## src/hw/rtl/pmi_pkg.sv

```systemverilog
`timescale 1ns / 1ps
`default_nettype none
package pmi_pkg;

  localparam int ENTRY_W = 21;
  localparam int DISP_W = 32;
  localparam int REG_W = 63;
  localparam int EXT_W = 9;
  localparam int IDX_W = 4;
  localparam int SQ_W = 64;
  localparam int FRAC_W = 36;
  localparam int MAX_EXTENT_DEF = 4;
  localparam int QUEUE_DEPTH = 2;

  // register indexes on the configuration port
  localparam logic [IDX_W-1:0] REG_CELL_X = 4'd0;
  localparam logic [IDX_W-1:0] REG_CELL_Y = 4'd1;
  localparam logic [IDX_W-1:0] REG_CELL_Z = 4'd2;
  localparam logic [IDX_W-1:0] REG_INV_X = 4'd3;
  localparam logic [IDX_W-1:0] REG_INV_Y = 4'd4;
  localparam logic [IDX_W-1:0] REG_INV_Z = 4'd5;
  localparam logic [IDX_W-1:0] REG_EXTENTS = 4'd6;
  localparam logic [IDX_W-1:0] REG_LIMIT = 4'd7;

  // one classified item handed from front to back
  typedef struct packed {
    logic signed [DISP_W-1:0] dx;
    logic signed [DISP_W-1:0] dy;
    logic signed [DISP_W-1:0] dz;
    logic [SQ_W-1:0] best;
    logic search;
  } pmi_job_t;

  // queue status seen by one side
  typedef struct packed {
    logic full;
    logic empty;
  } pmi_qstat_t;

  // cell geometry used by the back end
  typedef struct packed {
    logic [2:0][REG_W-1:0] lattice;
    logic [2:0][REG_W-1:0] inv;
    logic [EXT_W-1:0] ext;
  } pmi_geom_t;

  // signed matrix entry of a packed row
  function automatic logic signed [ENTRY_W-1:0] entry(input logic [REG_W-1:0] row,
                                                      input logic [1:0] col);
    return $signed(row[ENTRY_W*col +: ENTRY_W]);
  endfunction

  // saturating sum of three squares
  function automatic logic [SQ_W-1:0] sq_sum3(input logic [SQ_W-1:0] s0,
                                              input logic [SQ_W-1:0] s1,
                                              input logic [SQ_W-1:0] s2,
                                              input logic o0, input logic o1,
                                              input logic o2);
    logic [SQ_W+1:0] sum;
    sum = (SQ_W+2)'(s0) + (SQ_W+2)'(s1) + (SQ_W+2)'(s2);
    if (o0 || o1 || o2 || (sum[SQ_W+1:SQ_W] != 2'b00)) begin
      return '1;
    end
    return sum[SQ_W-1:0];
  endfunction

endpackage
`default_nettype wire

```

## src/hw/rtl/pmi_queue.sv

```systemverilog
`timescale 1ns / 1ps
`default_nettype none
module pmi_queue import pmi_pkg::*; (
  input  wire logic clk,
  input  wire logic rst,
  input  wire logic push,
  input  wire pmi_job_t wr_job,
  input  wire logic pop,
  output pmi_job_t rd_job,
  output pmi_qstat_t qstat
);

  localparam int PW = (QUEUE_DEPTH > 1) ? $clog2(QUEUE_DEPTH) : 1;
  localparam int CNT_W = $clog2(QUEUE_DEPTH + 1);

  pmi_job_t mem [QUEUE_DEPTH];
  logic [PW-1:0] wr_ptr;
  logic [PW-1:0] rd_ptr;
  logic [CNT_W-1:0] count;

  assign qstat.full = (count == CNT_W'(QUEUE_DEPTH));
  assign qstat.empty = (count == '0);
  assign rd_job = mem[rd_ptr];

  // storage
  always_ff @(posedge clk) begin
    if (push) begin
      mem[wr_ptr] <= wr_job;
    end
  end

  // pointers and fill count
  always_ff @(posedge clk) begin
    if (rst) begin
      wr_ptr <= '0;
      rd_ptr <= '0;
      count <= '0;
    end else begin
      if (push) begin
        wr_ptr <= (wr_ptr == PW'(QUEUE_DEPTH - 1)) ? '0 : wr_ptr + 1'b1;
      end
      if (pop) begin
        rd_ptr <= (rd_ptr == PW'(QUEUE_DEPTH - 1)) ? '0 : rd_ptr + 1'b1;
      end
      if (push && !pop) begin
        count <= count + 1'b1;
      end else if (pop && !push) begin
        count <= count - 1'b1;
      end
    end
  end

endmodule
`default_nettype wire

```

## config.mk

```make
export PLATFORM = sky130hd
export DESIGN_NAME = pmi_queue
export DESIGN_NICKNAME = d
export VERILOG_FILES = /design/src/hw/rtl/pmi_pkg.sv /design/src/hw/rtl/pmi_queue.sv
export SDC_FILE = /design/constraint.sdc
export NUM_CORES = 1
export LEC_CHECK = 0
export BUFFER_PORTS_ARGS = -buffer_cell sky130_fd_sc_hd__buf_2
export CAP_MARGIN = 5
export CORE_ASPECT_RATIO = 1.5
export CORE_MARGIN = 4
export CORE_UTILIZATION = 56
export DETAILED_ROUTE_END_ITERATION = 10
export GPL_ROUTABILITY_DRIVEN = 0
export PLACE_DENSITY = 0.94
export SETUP_SLACK_MARGIN = 0.15
export SLEW_MARGIN = 20
export SYNTH_ARGS = -nofsm -noshare
export SYNTH_HDL_FRONTEND = slang
export SYNTH_SLANG_ARGS = --single-unit
```

## constraint.sdc

```tcl
create_clock -name clk -period 20.4 [get_ports clk]
set_input_delay 4.08 -clock clk [delete_from_list [all_inputs] [get_ports clk]]
set_output_delay 4.08 -clock clk [all_outputs]
set_load 0.05 [all_outputs]
```

# Word-level counts from Yosys, hierarchy flattened
# Memories as Yosys holds them, arrays and structs flattened. A register that Yosys moved wholly into a read port is not among the register bits.
# Index checks and enable logic that the tools add are counted.
# word_totals
register_bits	4
word_cells	23
in_bits	165
ram_bits	322
n_memories	1
out_inout_bits	163
# op_classes
reduce_logical	6
addsub	4
n_eq_ne	1
muxes	8
# mem_list
memory	words	word_bits	rd	rd_clocked_by_memory_dff	write_ports	line	rtl
mem	2	161	1	1	1	pmi_queue.sv:16	pmi_job_t mem [QUEUE_DEPTH];
# ops
operator	n
$mux 1	6
$mux 2	2
$add 1x1->1 const B	2
$add 2x1->2 const B	1
$eq 2x2->1 const B	1
$logic_and 1x1->1	2
$logic_not 1->1	2
$logic_not 2->1	1
$reduce_bool 2->1	1
$sub 2x1->2 const B	1

# Logic depth before layout (Yosys ltp)
# depth
depth_word	4
depth_mapped	5
mapped_depth_nobuf	5

# Worst setup path before layout
# Ideal clock, no wire load.
# synth_timing
kind	input-to-reg
start	input push
end	memory mem[0][0] (netlist name), enable pin
t_arrival_ns	11.038
t_required_ns	19.697
stages	1
path_slack_ns	8.659
path_cell_list	nor2b_1
# synth_via
elab_chain_cells	2
# synth_rtl
element	line	rtl
start: declaration	pmi_queue.sv:6	input wire logic push,
$mux 1	pmi_queue.sv:27	if (push) begin
$mux 1 (not written as such)	pmi_queue.sv:28	mem[wr_ptr] <= wr_job;
end: declaration	pmi_queue.sv:16	
# No other way between the ends.

==> flow_summary.json <==
{
  "rsz0062_at_grt": "no",
  "grt_pass1_vias": 6568,
  "ys_seq_area_frac": 0.802,
  "drt_iter0_drc": 319,
  "required_ns": 16.32,
  "rr_worst_depth": 3,
  "hold_buffers": 0,
  "setup_tns_ns": 0,
  "busiest_layer": "met2",
  "antenna_found_initial": 7,
  "clk_latency_ns": 0.53,
  "ant_nets": 0,
  "vias_per_cell": 5.25,
  "hpwl_mm": 16.4,
  "synth_area_leaders": "edfxtp_1 79%, mux2_4 11%, mux2_2 6.6%",
  "synth_cell_types": 16,
  "cts-resized-gates": 0,
  "die_area_um2": 24200,
  "whs_path_depth": 2,
  "cts-root-buf": "clkbuf_16",
  "route.detailed.drc": 0,
  "cts_made_buffers": 28,
  "ioPinCount": 328,
  "maxSlewHeadroom": 0.270,
  "start_kind": "flop",
  "h-tree-depth": 1,
  "netlist_instances": 523,
  "crit_type": "flop to primary output",
  "core_area_um2": 21200,
  "clock_skew_ns": 0.00878,
  "yosysTopAreaCell": "edfxtp_1",
  "min_period_over_period": 0.349,
  "hold_path_class": "flop to flop",
  "wirelength_mm": 24.3,
  "ys_ff_latch": 327,
  "grt_max_degree": 74,
  "use_met2": 0.352,
  "initial_utilization": 0.574,
  "power_leakage_uw": 0.00583,
  "grt_use_total": 0.193,
  "final-hold-violation-count": 0,
  "layout_commonest_cell": "buf_2",
  "cts_buffer_depth": 3,
  "syn_area_um2": 12200,
  "grt_pass1_wl_mm": 35.5,
  "finalPower_uw": 1610,
  "path_clk_slew_ns": 0.06,
  "ys_warn_count": 0,
  "fmax_ghz": 0.140,
  "die_y_um": 189,
  "num_vias": 6113,
  "fp.dieW_um": 128,
  "syn_area_per_cell_um2": 23.3,
  "port_buffers": 327,
  "nets": 1034,
  "detail_route.wl_per_cell_um": 20.9,
  "setup_violations": 0,
  "drv_slew": 0,
  "cts_setup_buffers": 0,
  "grtUsageMet3": 0.0459,
  "cap_violations": 0,
  "final_cell_mix": "327 x buf_2, 322 x edfxtp_1, 90 x mux2_4",
  "synth_top_area_frac": 0.794,
  "grt.overflow.total": 0,
  "rows": 65,
  "status": "complete, no violations",
  "drive_gt1_frac": 0.603,
  "fin_area_um2": 15000,
  "worstMarginPinSlew_ns": 1.09,
  "cp-end-kind": "primary output",
  "place_area_um2": 14100,
  "synth_nets": 689,
  "vdd_drop_max_v": 0.0000938,
  "clock_sinks": 327,
  "synthToLayoutAreaGrowth_pct": 23.2,
  "hold-worst-slack_ns": 0.516,
  "use_met1": 0.204,
  "crit_fanout": 64,
  "firstDrtPassIters": 4,
  "crit_arrival_ns": 3.04,
  "p_per_area_nw_per_um2": 107,
  "period_minus_slack_ns": 7.12,
  "cts_tree": "built"
}
-- critical path, cell delays in order, from the launching register on --
cell	delay [ns]
dfxtp_4	0.84
buf_4	0.89
mux2_2	0.42
buf_2	0.23
-- state kept, by name (all words and copies together) (netlist names), named ones only --
name and cells:
mem 322, wr_ptr 1, rd_ptr 1, count 2
-- through the flow --
| step | utilization | setup WS, ns | std cells |
|---|---|---|---|
| floorplan | - | 8.66 | 523 |
| global placement | 0.662 | 13.31 | 1106 |
| detailed placement | 0.662 | 13.23 | 1106 |
| CTS | 0.706 | 13.23 | 1158 |
| global route | 0.707 | 13.11 | 1165 |
| finish | 0.707 | 13.28 | 1165 |
-- path summary, 6_finish.rpt --
check                          endpoint  slack, ns             startpoint
setup / recovery              rd_job[5]      13.28                   flop
hold / removal    count[1]$_SDFFE_PP0P_       0.52  count[1]$_SDFFE_PP0P_
setup reg to reg  mem[0][112]$_DFFE_PP_      17.26    wr_ptr$_SDFFE_PP0P_
hold reg to reg   count[1]$_SDFFE_PP0P_       0.52  count[1]$_SDFFE_PP0P_
-- Yosys cell counts (all sizes together) --
master / number
buf: 18
nor2: 5
and2: 1
or3: 1
o21ai: 1
xor2: 2
edfxtp: 322
nor2b: 2
xnor2: 2
ha: 1
inv: 1
dfxtp: 5
a21oi: 1
mux2: 161
-- layer usage --
layer,share of wire,vias to the layer above
li1,-,2777
met1,0.33,2973
met2,0.55,288
met3,0.078,73
met4,0.044,2
met5,0.00054,-
-- report_power, final --
group          switching [uW]  leakage [uW]  internal (uW)
Combinational             195       0.00231           84.7
Clock                     220      0.000455            310
Sequential               15.0       0.00306            785
Total                     431       0.00583           1180
-- cell families after synthesis --
kind of cell    count (synthesis)  synth area share
xor+xnor                        4           0.00288
mux                           161             0.177
fa+ha+maj                       1           0.00103
compound gates                  2          0.000821
buf+inv                        19            0.0133
flops                         327             0.802
simple gates                    9           0.00359
-- layout make-up --
cell class	instances	area [um2]
clock buffer	34	744
fill	1265	6220
timing repair buffer	333	1680
multi-input combinational	177	2260
antenna	7	17.5
sequential	327	9770
clock inverter	18	188
inverter	1	3.75
tap	268	335
Note: power is estimated with default switching activity, not from simulation.
